$ cat src/rtl/core/dewsel_pkg.sv
package dewsel_pkg;

	localparam int NUM_CH = 6;
	localparam int TIME_W = 16;
	localparam int AMP_W = 12;
	localparam int QUO_W = 8;
	localparam int DVS_W = AMP_W + QUO_W - 1;
	localparam int DIV_STAGES = 4;
	localparam int BITS_PER_STAGE = QUO_W / DIV_STAGES;
	localparam int ADDR_W = 5;
	localparam int DATA_W = 32;

	localparam logic [15:0] WALK_RESET = 16'd13000;
	localparam logic [15:0] TMIN_RESET = 16'd900;
	localparam logic signed [19:0] DLOW_RESET = 20'sd0;
	localparam logic signed [19:0] DHIGH_RESET = 20'sd0;
	localparam logic signed [10:0] OFFSET_RESET = 11'sd78;
	localparam logic [9:0] HALFWIDTH_RESET = 10'd20;

	localparam logic [AMP_W-1:0] AMP_LO [NUM_CH] = '{12'd600, 12'd600, 12'd500,
		12'd500, 12'd400, 12'd400};
	localparam logic [AMP_W-1:0] AMP_HI [NUM_CH] = '{12'd1200, 12'd1200, 12'd1200,
		12'd1200, 12'd1200, 12'd1100};

	typedef enum logic [2:0] {
		REG_WALK      = 3'd0,
		REG_TMIN      = 3'd1,
		REG_DLOW      = 3'd2,
		REG_DHIGH     = 3'd3,
		REG_OFFSET    = 3'd4,
		REG_HALFWIDTH = 3'd5
	} reg_idx_t;

	typedef struct packed {
		logic [15:0]        walk_constant;
		logic [15:0]        time_minimum;
		logic signed [19:0] delta_low_q;
		logic signed [19:0] delta_high_q;
		logic signed [10:0] outer_offset_h;
		logic [9:0]         outer_halfwidth_h;
	} cfg_t;

	typedef struct packed {
		logic                              time_ok;
		logic                              amp_ok;
		logic [NUM_CH-1:0][TIME_W-1:0]     t;
		logic [NUM_CH-1:0][TIME_W-1:0]     rem;
		logic [NUM_CH-1:0][DVS_W-1:0]      dvs;
		logic [NUM_CH-1:0][QUO_W-1:0]      q;
	} div_item_t;

endpackage

$ cat src/rtl/core/dewsel_cfg.sv
module dewsel_cfg (
	input  logic                           clk,
	input  logic                           arst_n,
	input  logic                           psel,
	input  logic                           penable,
	input  logic                           pwrite,
	input  logic [dewsel_pkg::ADDR_W-1:0]  paddr,
	input  logic [dewsel_pkg::DATA_W-1:0]  pwdata,
	output logic [dewsel_pkg::DATA_W-1:0]  prdata,
	output logic                           pready,
	output dewsel_pkg::cfg_t               cfg
);

	dewsel_pkg::cfg_t cfg_q;
	logic             wr_en;
	logic [2:0]       idx;

	assign pready = 1'b1;
	assign wr_en = psel & penable & pwrite;
	assign idx = paddr[4:2];
	assign cfg = cfg_q;

	always_ff @(posedge clk or negedge arst_n) begin
		if (!arst_n) begin
			cfg_q.walk_constant <= dewsel_pkg::WALK_RESET;
			cfg_q.time_minimum <= dewsel_pkg::TMIN_RESET;
			cfg_q.delta_low_q <= dewsel_pkg::DLOW_RESET;
			cfg_q.delta_high_q <= dewsel_pkg::DHIGH_RESET;
			cfg_q.outer_offset_h <= dewsel_pkg::OFFSET_RESET;
			cfg_q.outer_halfwidth_h <= dewsel_pkg::HALFWIDTH_RESET;
		end else if (wr_en) begin
			case (idx)
				dewsel_pkg::REG_WALK:      cfg_q.walk_constant <= pwdata[15:0];
				dewsel_pkg::REG_TMIN:      cfg_q.time_minimum <= pwdata[15:0];
				dewsel_pkg::REG_DLOW:      cfg_q.delta_low_q <= pwdata[19:0];
				dewsel_pkg::REG_DHIGH:     cfg_q.delta_high_q <= pwdata[19:0];
				dewsel_pkg::REG_OFFSET:    cfg_q.outer_offset_h <= pwdata[10:0];
				dewsel_pkg::REG_HALFWIDTH: cfg_q.outer_halfwidth_h <= pwdata[9:0];
				default: ;
			endcase
		end
	end

	always_comb begin
		case (idx)
			dewsel_pkg::REG_WALK:      prdata = {16'd0, cfg_q.walk_constant};
			dewsel_pkg::REG_TMIN:      prdata = {16'd0, cfg_q.time_minimum};
			dewsel_pkg::REG_DLOW:      prdata = {12'd0, cfg_q.delta_low_q};
			dewsel_pkg::REG_DHIGH:     prdata = {12'd0, cfg_q.delta_high_q};
			dewsel_pkg::REG_OFFSET:    prdata = {21'd0, cfg_q.outer_offset_h};
			dewsel_pkg::REG_HALFWIDTH: prdata = {22'd0, cfg_q.outer_halfwidth_h};
			default:                   prdata = '0;
		endcase
	end

endmodule

$ cat src/rtl/core/dewsel_check.sv
module dewsel_check (
	input  logic                                                  clk,
	input  logic                                                  arst_n,
	input  logic                                                  valid,
	output logic                                                  stall,
	input  logic [dewsel_pkg::NUM_CH-1:0][dewsel_pkg::TIME_W-1:0] t,
	input  logic [dewsel_pkg::NUM_CH-1:0][dewsel_pkg::AMP_W-1:0]  a,
	input  dewsel_pkg::cfg_t                                      cfg,
	output logic                                                  valid_s1,
	input  logic                                                  stall_next,
	output dewsel_pkg::div_item_t                                 item_s1
);

	dewsel_pkg::div_item_t nxt;

	assign stall = valid_s1 & stall_next;

	always_comb begin
		nxt.time_ok = 1'b1;
		nxt.amp_ok = 1'b1;
		for (int i = 0; i < dewsel_pkg::NUM_CH; i++) begin
			if (!(t[i] > cfg.time_minimum))
				nxt.time_ok = 1'b0;
			if (!(a[i] > dewsel_pkg::AMP_LO[i] && a[i] < dewsel_pkg::AMP_HI[i]))
				nxt.amp_ok = 1'b0;
			nxt.t[i] = t[i];
			nxt.rem[i] = cfg.walk_constant;
			nxt.dvs[i] = {a[i], {(dewsel_pkg::QUO_W-1){1'b0}}};
			nxt.q[i] = '0;
		end
	end

	always_ff @(posedge clk or negedge arst_n) begin
		if (!arst_n)
			valid_s1 <= 1'b0;
		else if (!stall)
			valid_s1 <= valid;
	end

	always_ff @(posedge clk) begin
		if (!stall && valid)
			item_s1 <= nxt;
	end

endmodule

$ cat src/rtl/core/dewsel_divider.sv
module dewsel_divider (
	input  logic                  clk,
	input  logic                  arst_n,
	input  logic                  valid,
	output logic                  stall,
	input  dewsel_pkg::div_item_t item,
	output logic                  valid_out,
	input  logic                  stall_next,
	output dewsel_pkg::div_item_t item_out
);

	dewsel_pkg::div_item_t                  div_s [dewsel_pkg::DIV_STAGES];
	dewsel_pkg::div_item_t                  step  [dewsel_pkg::DIV_STAGES];
	logic [dewsel_pkg::DIV_STAGES-1:0]      vld_s;
	logic [dewsel_pkg::DIV_STAGES-1:0]      stl;

	function automatic dewsel_pkg::div_item_t div_steps(dewsel_pkg::div_item_t d);
		dewsel_pkg::div_item_t r;
		r = d;
		for (int i = 0; i < dewsel_pkg::NUM_CH; i++) begin
			for (int k = 0; k < dewsel_pkg::BITS_PER_STAGE; k++) begin
				if ({{(dewsel_pkg::DVS_W-dewsel_pkg::TIME_W){1'b0}}, r.rem[i]} >= r.dvs[i]) begin
					r.rem[i] = r.rem[i] - r.dvs[i][dewsel_pkg::TIME_W-1:0];
					r.q[i] = {r.q[i][dewsel_pkg::QUO_W-2:0], 1'b1};
				end else begin
					r.q[i] = {r.q[i][dewsel_pkg::QUO_W-2:0], 1'b0};
				end
				r.dvs[i] = r.dvs[i] >> 1;
			end
		end
		return r;
	endfunction

	assign stall = stl[0];
	assign valid_out = vld_s[dewsel_pkg::DIV_STAGES-1];
	assign item_out = div_s[dewsel_pkg::DIV_STAGES-1];

	for (genvar s = 0; s < dewsel_pkg::DIV_STAGES; s++) begin : g_stage
		logic                  vin;
		dewsel_pkg::div_item_t din;

		if (s == 0) begin : g_first
			assign vin = valid;
			assign din = item;
		end else begin : g_rest
			assign vin = vld_s[s-1];
			assign din = div_s[s-1];
		end

		if (s == dewsel_pkg::DIV_STAGES - 1) begin : g_last
			assign stl[s] = vld_s[s] & stall_next;
		end else begin : g_mid
			assign stl[s] = vld_s[s] & stl[s+1];
		end

		assign step[s] = div_steps(din);

		always_ff @(posedge clk or negedge arst_n) begin
			if (!arst_n)
				vld_s[s] <= 1'b0;
			else if (!stl[s])
				vld_s[s] <= vin;
		end

		always_ff @(posedge clk) begin
			if (!stl[s] && vin)
				div_s[s] <= step[s];
		end
	end

endmodule

$ cat src/rtl/core/dewsel_combine.sv
module dewsel_combine (
	input  logic                  clk,
	input  logic                  arst_n,
	input  logic                  valid,
	output logic                  stall,
	input  dewsel_pkg::div_item_t item,
	input  dewsel_pkg::cfg_t      cfg,
	output logic                  valid_s7,
	input  logic                  stall_next,
	output logic                  accept_s7,
	output logic                  time_ok_s7,
	output logic                  amp_ok_s7,
	output logic                  outer_ok_s7,
	output logic                  delta_ok_s7,
	output logic signed [19:0]    delta_q_s7,
	output logic signed [18:0]    outer_diff_h_s7
);

	logic                     valid_s6;
	logic                     stall_s6;
	logic                     stall_s7;
	logic                     time_ok_s6;
	logic                     amp_ok_s6;
	logic signed [18:0]       od_s6;
	logic signed [19:0]       dq_s6;

	logic signed [16:0]       c [dewsel_pkg::NUM_CH];
	logic signed [17:0]       p1, p2, p3;
	logic signed [18:0]       od_w;
	logic signed [20:0]       dq_w;

	logic signed [19:0]       x;
	logic signed [19:0]       hw;
	logic signed [10:0]       off;
	logic signed [19:0]       dlow;
	logic signed [19:0]       dhigh;
	logic                     pre;
	logic                     outer_w;
	logic                     delta_w;

	assign stall_s7 = valid_s7 & stall_next;
	assign stall_s6 = valid_s6 & stall_s7;
	assign stall = stall_s6;

	always_comb begin
		for (int i = 0; i < dewsel_pkg::NUM_CH; i++)
			c[i] = signed'({1'b0, item.t[i]}) - signed'({9'd0, item.q[i]});
		p1 = 18'(c[0]) + 18'(c[3]);
		p2 = 18'(c[1]) + 18'(c[4]);
		p3 = 18'(c[2]) + 18'(c[5]);
		od_w = 19'(p1) - 19'(p3);
		dq_w = (21'(p2) <<< 1) - 21'(p1) - 21'(p3);
	end

	always_ff @(posedge clk or negedge arst_n) begin
		if (!arst_n)
			valid_s6 <= 1'b0;
		else if (!stall_s6)
			valid_s6 <= valid;
	end

	always_ff @(posedge clk) begin
		if (!stall_s6 && valid) begin
			time_ok_s6 <= item.time_ok;
			amp_ok_s6 <= item.amp_ok;
			od_s6 <= od_w;
			dq_s6 <= dq_w[19:0];
		end
	end

	always_comb begin
		off = cfg.outer_offset_h;
		dlow = cfg.delta_low_q;
		dhigh = cfg.delta_high_q;
		hw = signed'({10'd0, cfg.outer_halfwidth_h});
		x = 20'(od_s6) + 20'(off);
		pre = time_ok_s6 & amp_ok_s6;
		outer_w = pre & (x < hw) & (x > -hw);
		delta_w = pre & (dq_s6 > dlow) & (dq_s6 < dhigh);
	end

	always_ff @(posedge clk or negedge arst_n) begin
		if (!arst_n)
			valid_s7 <= 1'b0;
		else if (!stall_s7)
			valid_s7 <= valid_s6;
	end

	always_ff @(posedge clk) begin
		if (!stall_s7 && valid_s6) begin
			accept_s7 <= outer_w & delta_w;
			time_ok_s7 <= time_ok_s6;
			amp_ok_s7 <= amp_ok_s6;
			outer_ok_s7 <= outer_w;
			delta_ok_s7 <= delta_w;
			delta_q_s7 <= pre ? dq_s6 : '0;
			outer_diff_h_s7 <= pre ? od_s6 : '0;
		end
	end

endmodule

$ cat src/rtl/core/detector_event_time_walk_selector_unit.sv
// channel  | direction | handshake            | payload
// in       | input     | in_valid / in_stall  | time_a..time_f, amp_a..amp_f
// out      | output    | out_valid / out_stall| accept, flags, delta_q, outer_diff_h
// cfg      | input     | psel/penable/pwrite  | paddr, pwdata, prdata
//
// One request enters per clock unless in_stall is high; each result is registered in turn
// by the check stage, a restoring divider for the walk quotient, two quotient bits per stage
// over four stages, and two arithmetic stages.
// Reset clears all stage valid bits and loads the register defaults.
// A stall on the output holds only the occupied stages; empty stages keep filling.
module detector_event_time_walk_selector_unit (
	input  logic                          clk,
	input  logic                          arst_n,
	input  logic                          psel,
	input  logic                          penable,
	input  logic                          pwrite,
	input  logic [dewsel_pkg::ADDR_W-1:0] paddr,
	input  logic [dewsel_pkg::DATA_W-1:0] pwdata,
	output logic [dewsel_pkg::DATA_W-1:0] prdata,
	output logic                          pready,
	input  logic                          in_valid,
	output logic                          in_stall,
	input  logic [15:0]                   time_a,
	input  logic [15:0]                   time_b,
	input  logic [15:0]                   time_c,
	input  logic [15:0]                   time_d,
	input  logic [15:0]                   time_e,
	input  logic [15:0]                   time_f,
	input  logic [11:0]                   amp_a,
	input  logic [11:0]                   amp_b,
	input  logic [11:0]                   amp_c,
	input  logic [11:0]                   amp_d,
	input  logic [11:0]                   amp_e,
	input  logic [11:0]                   amp_f,
	output logic                          out_valid,
	input  logic                          out_stall,
	output logic                          accept,
	output logic                          time_ok,
	output logic                          amp_ok,
	output logic                          outer_ok,
	output logic                          delta_ok,
	output logic signed [19:0]            delta_q,
	output logic signed [18:0]            outer_diff_h
);

	dewsel_pkg::cfg_t                                       cfg;
	dewsel_pkg::div_item_t                                  item_s1;
	dewsel_pkg::div_item_t                                  div_item;
	logic                                                   valid_s1;
	logic                                                   div_valid;
	logic                                                   div_stall;
	logic                                                   comb_stall;
	logic [dewsel_pkg::NUM_CH-1:0][dewsel_pkg::TIME_W-1:0]  t;
	logic [dewsel_pkg::NUM_CH-1:0][dewsel_pkg::AMP_W-1:0]   a;

	assign t = {time_f, time_e, time_d, time_c, time_b, time_a};
	assign a = {amp_f, amp_e, amp_d, amp_c, amp_b, amp_a};

	dewsel_cfg u_cfg (
		.clk     (clk),
		.arst_n  (arst_n),
		.psel    (psel),
		.penable (penable),
		.pwrite  (pwrite),
		.paddr   (paddr),
		.pwdata  (pwdata),
		.prdata  (prdata),
		.pready  (pready),
		.cfg     (cfg)
	);

	dewsel_check u_check (
		.clk        (clk),
		.arst_n     (arst_n),
		.valid      (in_valid),
		.stall      (in_stall),
		.t          (t),
		.a          (a),
		.cfg        (cfg),
		.valid_s1   (valid_s1),
		.stall_next (div_stall),
		.item_s1    (item_s1)
	);

	dewsel_divider u_divider (
		.clk        (clk),
		.arst_n     (arst_n),
		.valid      (valid_s1),
		.stall      (div_stall),
		.item       (item_s1),
		.valid_out  (div_valid),
		.stall_next (comb_stall),
		.item_out   (div_item)
	);

	dewsel_combine u_combine (
		.clk             (clk),
		.arst_n          (arst_n),
		.valid           (div_valid),
		.stall           (comb_stall),
		.item            (div_item),
		.cfg             (cfg),
		.valid_s7        (out_valid),
		.stall_next      (out_stall),
		.accept_s7       (accept),
		.time_ok_s7      (time_ok),
		.amp_ok_s7       (amp_ok),
		.outer_ok_s7     (outer_ok),
		.delta_ok_s7     (delta_ok),
		.delta_q_s7      (delta_q),
		.outer_diff_h_s7 (outer_diff_h)
	);

`ifndef SYNTH
	a_accept_flags: assert property (@(posedge clk) disable iff (!arst_n)
		out_valid |-> (accept == (time_ok & amp_ok & outer_ok & delta_ok)))
		else $error("accept disagrees with check flags");

	a_precut_zero: assert property (@(posedge clk) disable iff (!arst_n)
		(out_valid && !(time_ok && amp_ok)) |->
		(delta_q == '0 && outer_diff_h == '0 && !outer_ok && !delta_ok))
		else $error("derived values not cleared on precut failure");

	a_stall_origin: assert property (@(posedge clk) disable iff (!arst_n)
		in_stall |-> (out_valid && out_stall))
		else $error("input stalled without output backpressure");
`endif

endmodule
$ cat config.mk
export PLATFORM = sky130hd
export DESIGN_NAME = detector_event_time_walk_selector_unit
export DESIGN_NICKNAME = d
export VERILOG_FILES = /design/src/rtl/core/dewsel_pkg.sv /design/src/rtl/core/dewsel_cfg.sv /design/src/rtl/core/dewsel_check.sv /design/src/rtl/core/dewsel_divider.sv /design/src/rtl/core/dewsel_combine.sv /design/src/rtl/core/detector_event_time_walk_selector_unit.sv
export SDC_FILE = /design/constraint.sdc
export NUM_CORES = 2
export LEC_CHECK = 0
export BUFFER_PORTS_ARGS = -buffer_cell sky130_fd_sc_hd__buf_2
export CAP_MARGIN = 10
export CORE_ASPECT_RATIO = 1.2
export CORE_MARGIN = 2
export CORE_UTILIZATION = 62
export DETAILED_ROUTE_END_ITERATION = 7
export PLACE_DENSITY = 0.89
export SYNTH_ARGS = -nofsm -noshare
export SYNTH_HDL_FRONTEND = slang
export SYNTH_HIERARCHICAL = 1
export SYNTH_SLANG_ARGS = --single-unit
$ cat constraint.sdc
create_clock -name clk -period 29.5 [get_ports clk]
set_input_delay 4.425 -clock clk [delete_from_list [all_inputs] [get_ports clk]]
set_output_delay 4.425 -clock clk [all_outputs]
set_load 0.05 [all_outputs]
# Word-level counts from Yosys, hierarchy flattened
# Memory sizes are Yosys's and may differ from the RTL's.
# Cells that the tools add are included.
# op_classes
reduce_logical,29
eq_ne,5
n_bitwise,15
n_addsub,62
n_lt_le_gt_ge,70
muxes,107
# op_table
operator,count
$mux 16,48
$sub 16x16->16,48
$ge 16x19->1,24
$ge 16x18->1,24
$pmux 20 s6,1
$sub 16x8->17,6
$gt 16x16->1,6
$lt 12x11->1 const B,6
$mux 1,58
$add 17x17->18,3
$gt 12x9->1 const B,4
$gt 20x20->1,2
$gt 12x10->1 const B,2
$add 19x11->20,1
$lt 20x11->1,1
$lt 20x20->1,1
$neg 10->20,1
$sub 19x18->20,1
$sub 20x18->20,1
$sub 18x18->19,1
$and 1x1->1,15
$logic_and 1x1->1,13
$reduce_and 2->1,6
$reduce_and 5->1,2
other kinds (5),13
# totals
inputBits,212
elab_cells,328
mem_bits_rw,1376
ff_bits,371
n_memories,1
out_inout_bits,79
# memory_table
name,depth,word_bits,rd,rd_ports_with_merged_regs,wr,line,text
u_divider.div_s,4,344,4,0,4,dewsel_divider.sv:12,dewsel_pkg::div_item_t div_s [dewsel_pkg::DIV_STAGES];

# Depth between registers and ports, before layout
# logic_depth
word_depth,10
mapped_depth,29
depth_no_buf,29

# Hierarchy
# The synthesis kept the hierarchy.
# modules_own_cells
module,seq_area_each_um2,cells_per_inst,area_each_um2,instances
dewsel_divider,37095.6,7164,79613.9,1
dewsel_combine,2542.4,1656,13560.5,1
dewsel_check,5610.4,675,9352.7,1
dewsel_cfg,2347.3,313,4475.5,1

# Worst setup path after synthesis
# No wires, ideal clock.
# synth_timing
path_kind,input to register
from,in out_stall
to,mem u_divider/div_s[3][0] (netlist name) (enable)
cell_stages,3
setup_ns,1.450
path_buffers,0
setup_slack_ns,1.540
t_required_ns,28.050
t_arrival_ns,26.510
path_cell_list,nand3_1 inv_1 a21boi_0
# synth_rtl
element,line,text
from (decl),detector_event_time_walk_selector_unit.sv:36,"input logic out_stall,"
to (decl),dewsel_divider.sv:12,

# Final worst setup path
# layout_timing
from,in paddr[2] (netlist name)
to,out prdata[2] (netlist name)
# layout_between
elab_chain_len,2
elab_cells_between_ends,7
classes_between,eq/ne (5); mux (1); reduce/logical (1)
# layout_lines
element,line,text
from (decl),detector_event_time_walk_selector_unit.sv:17,"input logic [dewsel_pkg::ADDR_W-1:0] paddr,"
$eq 3x3->1 (tied with other cells),dewsel_cfg.sv:45,case (idx)
$pmux 20 s6 (*),dewsel_cfg.sv:45,
to (decl),detector_event_time_walk_selector_unit.sv:19,"output logic [dewsel_pkg::DATA_W-1:0] prdata,"
# Every way passes the cells marked *; elsewhere a longest branch is shown, timed or not.

==> results.tsv <==
metric	value	unit
CORE AREA	158000	µm²
WHS	0.409	ns
Clock Path Buffers	3	
Max Cap Viol	0	
period utilisation layout	0.377	
Final min period	11.11	ns
YS warnings	6	
post_cts resized	0	
most frequent cells in the layout	edfxtp_1 (1339), ha_1 (1041), inv_1 (865)	
Rel. slew slack	0.102	
CP max FO	42	
CTS root buffer	clkbuf_16	
clock slew at reported path FFs	0.06	ns
initial antenna violation count	45	
largest net degree at the start of global routing	163	
first-pass GRT wire length	395	mm
worst-margin pin slew	1.35	ns
initial core utilization	0.623	
I/O pin count	291	
CTS H-Tree Depth	4	
gr ovfl total	0	
Setup CP Type	in2out	
vias in the first global route	72800	
TritonCTS clock tree	built	
Setup Fix Bufs, Post-CTS	0	
Total Routing Usage GR	0.313	
CTS Buf Count	143	
TNS Setup	0	ns
chip height	441	µm
DRT iter0 DRCs	6498	
layout cells sized above 1	0.126	
Layout Nets	10700	
latest clock arrival within the worst-skew pair	0.82	ns
Fin. Hold Viols	0	
drt drc	0	
Sink Count	1439	
RSZ-0062 raised after global routing	no	
Slew Viols, Final	0	
Final Non-Filler Cells	11600	
number of instances in the placed design	11400	
Crit. End Element	output port	
Peak Freq	90.0	MHz
antenna viol nets, final	0	
status	finished, final reports clean	
r2r setup slk	22.31	ns
Synth Instances	9138	
gpl congestion	0.978	
Synth Cell Area	98700	µm²
Worst Path Arrival	6.69	ns
commonest non-fill, non-tap cell in the layout	edfxtp_1	
# setup viols final	0	
chip width	368	µm
dpl hpwl	196	mm
die area	162000	µm²
Routed wire per std cell	22.2	µm
Vias	72900	
First-pass DRT Iterations	8	
Setup Skew	0.0359	ns
hold crit path type	reg2reg	
Area Overhead vs Synth	8.19	%
vias per std cell	6.26	
site row count	160	
CP Launch Type	input port	
Hold Buf Count CTS	0	
Worst Path Required	25.08	ns
multi-input logic area	51400	µm²
port bufs	263	
fill count	11100	
WL final	259	mm
FF+latch area	42700	µm²
Mean Syn Cell Area	10.8	µm²
-- stage by stage --
step / setup slack [ns] / area, µm² / util
2_1_floorplan: 10.15 / 98900 / -
3_3_place_gp: 18.53 / 102000 / 0.644
3_5_place_dp: 18.53 / 102000 / 0.644
4_1_cts: 18.48 / 107000 / 0.674
5_1_grt: 18.30 / 107000 / 0.674
6_report: 18.39 / 107000 / 0.675
-- critical path, stage by stage --
cell      delay, ns
buf_2          0.07
buf_4          0.51
nand2b_1       0.31
o21ai_0        0.87
buf_2          0.42
-- sequential cells by signal, summed over array words and instances, names as in the netlist, 3 cells and up --
name,flops
u_cfg/cfg,93
u_check/item_s1,186
u_combine/delta_q_s7,20
u_combine/dq_s6,20
u_combine/od_s6,18
u_combine/outer_diff_h_s7,18
u_divider/div_s,1070
u_divider/g_stage.vin,3
-- area by class of cell --
cell class / instances / area share
Multi-Input combinational cell: 6617 / 0.481
Sequential cell: 1439 / 0.400
Clock inverter: 100 / 0.0110
Clock buffer: 155 / 0.0343
Timing Repair Buffer: 334 / 0.0176
Inverter: 871 / 0.0306
Antenna cell: 22 / 0.000515
Tap cell: 2106 / 0.0247
-- routing by layer --
| layer | GRT usage | part of all wire | vias to the layer above |
|---|---|---|---|
| li1 | - | - | 34200 |
| met1 | 0.363 | 0.37 | 34800 |
| met2 | 0.540 | 0.48 | 3122 |
| met3 | 0.0670 | 0.084 | 819 |
| met4 | 0.173 | 0.061 | 34 |
| met5 | 0 | 0.00086 | - |
-- path summary, 6_finish.rpt --
kind	from	to	depth (start not counted)
worst min register to register	u_divider/div_s[1][259]	u_divider/div_s[2][259]	0
min in group asynchronous	arst_n	u_cfg/cfg[35]	1
worst min-delay path	u_divider/div_s[1][259]	u_divider/div_s[2][259]	0
worst max-delay path	paddr[2]	prdata[2]	5
max in group asynchronous	arst_n	u_cfg/cfg[0]	2
worst max register to register	u_check/item_s1[163]	u_divider/div_s[0][237]	21
Power is not shown: default switching activity piles up to over one toggle a cycle in this logic, so the estimate is an artifact.
